===== config.mk =====
export PLATFORM = sky130hd
export DESIGN_NAME = rsc_front
export DESIGN_NICKNAME = d
export VERILOG_FILES = /design/src/design/rsc_pkg.sv /design/src/design/rsc_front.sv
export SDC_FILE = /design/constraint.sdc
export NUM_CORES = 1
export LEC_CHECK = 0
export ABC_AREA = 1
export BUFFER_PORTS_ARGS = -buffer_cell sky130_fd_sc_hd__buf_2
export CORE_MARGIN = 5
export CORE_UTILIZATION = 51
export DETAILED_ROUTE_END_ITERATION = 16
export HOLD_SLACK_MARGIN = 0.08
export PLACE_DENSITY = 0.9
export SETUP_SLACK_MARGIN = 0.15
export SLEW_MARGIN = 20
export SYNTH_ARGS = -nofsm -noshare
export SYNTH_HDL_FRONTEND = slang
export SYNTH_SLANG_ARGS = --single-unit

===== constraint.sdc =====
create_clock -name clk -period 2.5 [get_ports clk]
set_input_delay 0.5 -clock clk [delete_from_list [all_inputs] [get_ports clk]]
set_output_delay 0.5 -clock clk [all_outputs]
set_load 0.02 [all_outputs]

===== src/design/rsc_pkg.sv =====
// Shared types and constants of the reset sequencer change logger.
`default_nettype none

package rsc_pkg;

    localparam int CFG_WIDTH        = 40;
    localparam int CFG_INDEX_WIDTH  = 1;
    localparam int CMD_WIDTH        = 2;
    localparam int LINES_WIDTH      = 4;
    localparam int INDEX_WIDTH      = 13;
    localparam int COUNT_OUT_WIDTH  = 14;
    localparam int ENTRY_TIME_WIDTH = 40;
    localparam int VALUE_WIDTH      = 5;
    localparam int PHASE_WIDTH      = 3;

    localparam logic [CMD_WIDTH-1:0] CMD_TICK  = 2'd0;
    localparam logic [CMD_WIDTH-1:0] CMD_START = 2'd1;
    localparam logic [CMD_WIDTH-1:0] CMD_READ  = 2'd2;

    localparam logic [CFG_INDEX_WIDTH-1:0] CFG_RESET_HOLD = 1'b0;
    localparam logic [CFG_INDEX_WIDTH-1:0] CFG_TIMEOUT    = 1'b1;

    localparam logic [CFG_WIDTH-1:0] RESET_HOLD_RESET = 40'd0;
    localparam logic [CFG_WIDTH-1:0] TIMEOUT_RESET    = 40'd10000000000;

    // clock locked, mmcm locked, calibration complete; reset and sync reset low
    localparam logic [VALUE_WIDTH-1:0] COMPLETE_PATTERN = 5'b01110;

    typedef enum logic [1:0] {
        OP_TICK,
        OP_START,
        OP_READ,
        OP_NOP
    } op_t;

    typedef enum logic [PHASE_WIDTH-1:0] {
        PH_IDLE    = 3'd0,
        PH_ASSERT  = 3'd1,
        PH_WAIT    = 3'd2,
        PH_DONE    = 3'd3,
        PH_TIMEOUT = 3'd4
    } phase_t;

    typedef struct packed {
        op_t                    op;
        logic [LINES_WIDTH-1:0] lines;
        logic [INDEX_WIDTH-1:0] index;
    } request_t;

endpackage

`default_nettype wire


===== src/design/rsc_front.sv =====
// Front end: decode input commands and queue them for the sequencer.
`default_nettype none

module rsc_front (
    input  wire logic                             clk,
    input  wire logic                             rst_n,
    input  wire logic                             in_valid,
    output logic                                  in_ready,
    input  wire logic [rsc_pkg::CMD_WIDTH-1:0]    cmd,
    input  wire logic [rsc_pkg::LINES_WIDTH-1:0]  status_lines,
    input  wire logic [rsc_pkg::INDEX_WIDTH-1:0]  read_index,
    output logic                                  q_valid,
    output rsc_pkg::request_t                     q_req,
    input  wire logic                             q_ready
);

    localparam int QDEPTH = 2;

    rsc_pkg::request_t entry_reg [QDEPTH];
    rsc_pkg::request_t decoded;
    logic              wr_ptr_reg, wr_ptr_next;
    logic              rd_ptr_reg, rd_ptr_next;
    logic [1:0]        fill_reg, fill_next;
    logic              push, pop;

    always_comb
    begin
        decoded.lines = status_lines;
        decoded.index = read_index;
        unique case (cmd)
            rsc_pkg::CMD_TICK:  decoded.op = rsc_pkg::OP_TICK;
            rsc_pkg::CMD_START: decoded.op = rsc_pkg::OP_START;
            rsc_pkg::CMD_READ:  decoded.op = rsc_pkg::OP_READ;
            default:            decoded.op = rsc_pkg::OP_NOP;
        endcase
    end

    assign in_ready = (fill_reg != 2'(QDEPTH));
    assign q_valid  = (fill_reg != 2'd0);
    assign q_req    = entry_reg[rd_ptr_reg];
    assign push     = in_valid && in_ready;
    assign pop      = q_valid && q_ready;

    always_comb
    begin
        wr_ptr_next = push ? ~wr_ptr_reg : wr_ptr_reg;
        rd_ptr_next = pop ? ~rd_ptr_reg : rd_ptr_reg;
        fill_next   = fill_reg + 2'(push) - 2'(pop);
    end

    always_ff @(posedge clk or negedge rst_n)
    begin
        if (!rst_n)
        begin
            wr_ptr_reg <= 1'b0;
            rd_ptr_reg <= 1'b0;
            fill_reg   <= 2'd0;
        end
        else
        begin
            wr_ptr_reg <= wr_ptr_next;
            rd_ptr_reg <= rd_ptr_next;
            fill_reg   <= fill_next;
        end
    end

    always_ff @(posedge clk)
    begin
        if (push)
        begin
            entry_reg[wr_ptr_reg] <= decoded;
        end
    end

endmodule

`default_nettype wire


== Yosys cells after proc, flatten, opt, wreduce, memory -nomap -nowiden ==
Memory sizes are Yosys's and may differ from the RTL's.
Index checks and enable logic that the tools add are counted.

* Equality and inequality tests: 3
* Bitwise logic cells: 2
* Add/subtract/negate cells: 2
* Reduce and logical (&&, ||, !) cells: 4
* Multiplexer cells: 3

{| class="wikitable"
|+ Operators by type and width
! operator !! count
|-
| $pmux 2 s3 || 1
|-
| $add 2x1->2 || 1
|-
| $eq 2x1->1 const B || 1
|-
| $eq 2x2->1 const B || 1
|-
| $logic_and 1x1->1 || 2
|-
| $logic_not 2->1 || 1
|-
| $mux 1 || 2
|-
| $ne 2x2->1 const B || 1
|-
| $not 1->1 || 2
|-
| $reduce_bool 2->1 || 1
|-
| $sub 2x1->2 || 1
|}

* Memories: 1
* Output and inout port bits: 21
* Register bits after elaboration: 4
* Input bits: 23
* Word-level logic and storage cells: 18
* Bits in writable memories: 38

{| class="wikitable"
|+ Memories
! memory !! words !! bits a word !! read ports !! clocked after memory_dff !! write ports !! line !! RTL
|-
| entry_reg || 2 || 19 || 1 || 0 || 1 || rsc_front.sv:19 || <nowiki>rsc_pkg::request_t entry_reg [QDEPTH];</nowiki>
|}

== Logic depth before layout (Yosys ltp) ==
* Depth in word-level cells: 4
* Mapped depth: 10
* Gate-level depth less buffers: 10

== Least setup slack after synthesis ==
Ideal clock, no wire load.

* Path type: register to register
* From: reg fill_reg[1]
* To: mem entry_reg[1][0] (netlist bit) (enable)
* Clock period less this slack: 1,905 ps
* Slack: 595 ps
* Stages on the path, launching flop included: 4
* Buffers on the path: 0
* Arrival: 1,510 ps
* Required time: 2,105 ps
* Setup time: 395 ps
* Cell sequence: dfrtp_1 > nand2_1 > nand2_2 > nor2_1

* Longest elaborated chain between the ends: 4

{| class="wikitable"
|+ Ends and longest elaborated chain
! element !! line !! RTL
|-
| start, declared || rsc_front.sv:23 || <nowiki>logic [1:0] fill_reg, fill_next;</nowiki>
|-
| start signal, assigned || rsc_front.sv:63 || <nowiki>fill_reg <= fill_next;</nowiki>
|-
| $ne 2x2->1 || rsc_front.sv:38 || <nowiki>assign in_ready = (fill_reg != 2'(QDEPTH));</nowiki>
|-
| net in_ready || rsc_front.sv:8 || <nowiki>output logic in_ready,</nowiki>
|-
| $logic_and 1x1->1 || rsc_front.sv:41 || <nowiki>assign push = in_valid && in_ready;</nowiki>
|-
| $mux 1 || rsc_front.sv:69 || <nowiki>if (push)</nowiki>
|-
| $mux 1 (not written as such) || rsc_front.sv:71 || <nowiki>entry_reg[wr_ptr_reg] <= decoded;</nowiki>
|-
| end, declared || rsc_front.sv:19 ||
|}

The timed path passes the listed nets, and every way through them passes these cells.

==> results.toml <==
[setup_path]
worstSetupPathType = "register to primary output"
arrival_ps = 1560
crit_top_cell = "nand2_1"
path_max_fanout = 21
cp_top_family = "buffers and inverters"
path_cells = "buf_4 > inv_2 > nand2_1 > nand2_1 > buf_2"
cp-end-kind = "primary output"
critPathMaxStageDelay_ps = 380
ff2ff_path_depth = 4
required_ps = 2000
critPathSlowestCell = "dfrtp_1"
cp-start-kind = "register"
critPathBufInv = 3
cp.depth = 5

[clock_network]
post-cts-setup-buffers = 0
clk_latency_ps = 340
cts_resized = 0
cts_root_buf = "clkbuf_4"
clk_path_buf_depth = 2
clk_pin_slew_ps = 110
ctsHtreeMaxLevel = 2
cts_sinks = 42
tritoncts = "built"
cts_buffers = 5

[layout]
layout-drive-gt1-share = 0.306
seq_area_mm2 = 0.00124
mostFrequentLayoutCell = "nand2_1"
area_delta_synth_final_pct = 18.7
fin_area_mm2 = 0.00193
largest_reg_flops = 38
design.final.nets = 205
final_util = 0.632
antenna_cells = 0
mostFrequentLayoutCells = "nand2_1, buf_2, edfxtp_1"
multi_input_area_um2 = 312
fillCellCount = 266

[placement]
place_area_mm2 = 0.00187
place_ws_ps = 817
dp_hpwl_um = 2010
io_buffers = 43
gp_congestion = 0.798

[flow_run]
drv_cap = 0

[power_and_ir_drop]
p_int_mw = 1.33
seqPwrFrac = 0.455
p_sw_mw = 0.887
powerDensity_mw_per_mm2 = 1150
leakage_nw = 0.891
ir_worst_vdd_mv = 0.618
pwr-share-comb = 0.411
total_power_mw = 2.22
switching_share = 0.400
p_clk_frac = 0.134

[timing]
slew_headroom = 0.498
setup_ws_ps = 438
hold_viol = 0
finalMaxSlewViolations = 0
skew_ps = 7.17
max_freq_mhz = 485
finalSetupViolations = 0
worst_pin_slew_ps = 753
fin_crit_ps = 2060
fin_setup_tns_ps = 0
rsz0062_at_grt = "false"
fin_crit_sh = 0.825

[logic_synthesis]
synth_area_leader_cell = "edfxtp_1"
synth_top_area_frac = 0.702
seq_area_frac_synth = 0.764
synth.area.top_cells = "edfxtp_1, nand2_1, dfrtp_1"
netlist_area_mm2 = 0.00163
yosys_warnings = 0
syn-num-nets = 158
post_synth.cell_area_avg_um2 = 12.2
synthDistinctLibCells = 12
syn-instance-count = 133
synth_seq_cells = 42

[grt]
grt_max_degree = 22
antenna_found_initial = 0
grt_usage = 0.146
grt_pass1_vias = 1024
grt_overflow = 0
grt_first_pass_wirelength_um = 4690

[detailed_routing]
drtIter0Drc = 49
dr.pass1.iters = 4
routedWlPerCell_um = 12.7
wl_um = 2840
num_vias = 1023
drcViolationCount = 0
vias_per_cell = 4.57
ant_nets = 0

[floorplanning]
die_h_um = 66.5
pin_count = 44
die_x_um = 66.5
die_area_mm2 = 0.00442
initial_core_util = 0.532
rows = 20
coreArea_mm2 = 0.00305

[hold_path]
hp-class = "primary input to register"
min_path_cells = 1

[status]
status = "complete, no violations"
## Yosys cell counts
cell type	n
ha_1	2
buf_4	3
edfxtp_1	38
nand2_2	1
nor2_1	1
nand2_1	69
nand3_1	3
clkbuf_1	2
inv_1	8
buf_6	1
dfrtp_1	4
inv_2	1
## final timing paths
check / slack [ps] / start / endpoint
min: 340 / status_lines[3] / entry_reg[0][16]$_DFFE_PP_
min in group asynchronous: 470 / rst_n / wr_ptr_reg$_DFFE_PN0N_
min reg2reg: 490 / wr_ptr_reg$_DFFE_PN0N_ / wr_ptr_reg$_DFFE_PN0N_
max: 440 / rd_ptr_reg$_DFFE_PN0P_ / q_req[0]
max in group asynchronous: 1900 / rst_n / fill_reg[0]$_DFF_PN0_
max reg2reg: 960 / fill_reg[0]$_DFF_PN0_ / entry_reg[0][5]$_DFFE_PP_
## through the flow
step / instances / hold slack (ps)
final: 224 / 339
after global routing: 224 / 324
after CTS: 224 / 323
after detailed placement: 216 / 309
after global placement: 216 / 311
after floorplan: 133 / 204
## power by group through the flow
stage               registers, mW  clock network [mW]  logic (mW)
floorplan                    1.02                   0       0.649
global placement             1.02                   0       0.887
detailed placement           1.02                   0       0.923
CTS                          1.01               0.307       0.928
global route                 1.02               0.335        1.02
finish                       1.01               0.296       0.912
## routing by layer
metal / vias to the layer above / routed length [um] / track usage
met3: 2 / 193 / 0.0556
met4: 0 / 16 / 0.0457
met5: - / 0 / 0
li1: 523 / - / -
met1: 464 / 1220 / 0.172
met2: 34 / 1410 / 0.245
## repair_timing
item | CTS | global route
setup endpoints to repair | 0 | 0
hold buffers | 1 | 0
hold endpoints to repair | 4 | 0
## logic make-up (layout without fill, tap and decap cells)
family	Yosys count	after routing	synth area share
fa+ha+maj	2	2	0.0154
flops	42	42	0.764
simple gates	74	74	0.175
buf+inv	15	62	0.0462
## layout make-up
class                           count  area share
Inverter                            9      0.0175
Clock inverter                      2     0.00519
Sequential cell                    42       0.643
Multi-Input combinational cell     76       0.161
Tap cell                           44      0.0285
Clock buffer                        5      0.0195
Timing Repair Buffer               46       0.125
## worst register-to-register path, stage by stage, from the launching register on
cell and delay [ps]:
dfrtp_1 370, inv_1 60, nand2_1 100, nand3_1 90
inv_1 560
No activity file was read; power rests on OpenSTA's default activity.
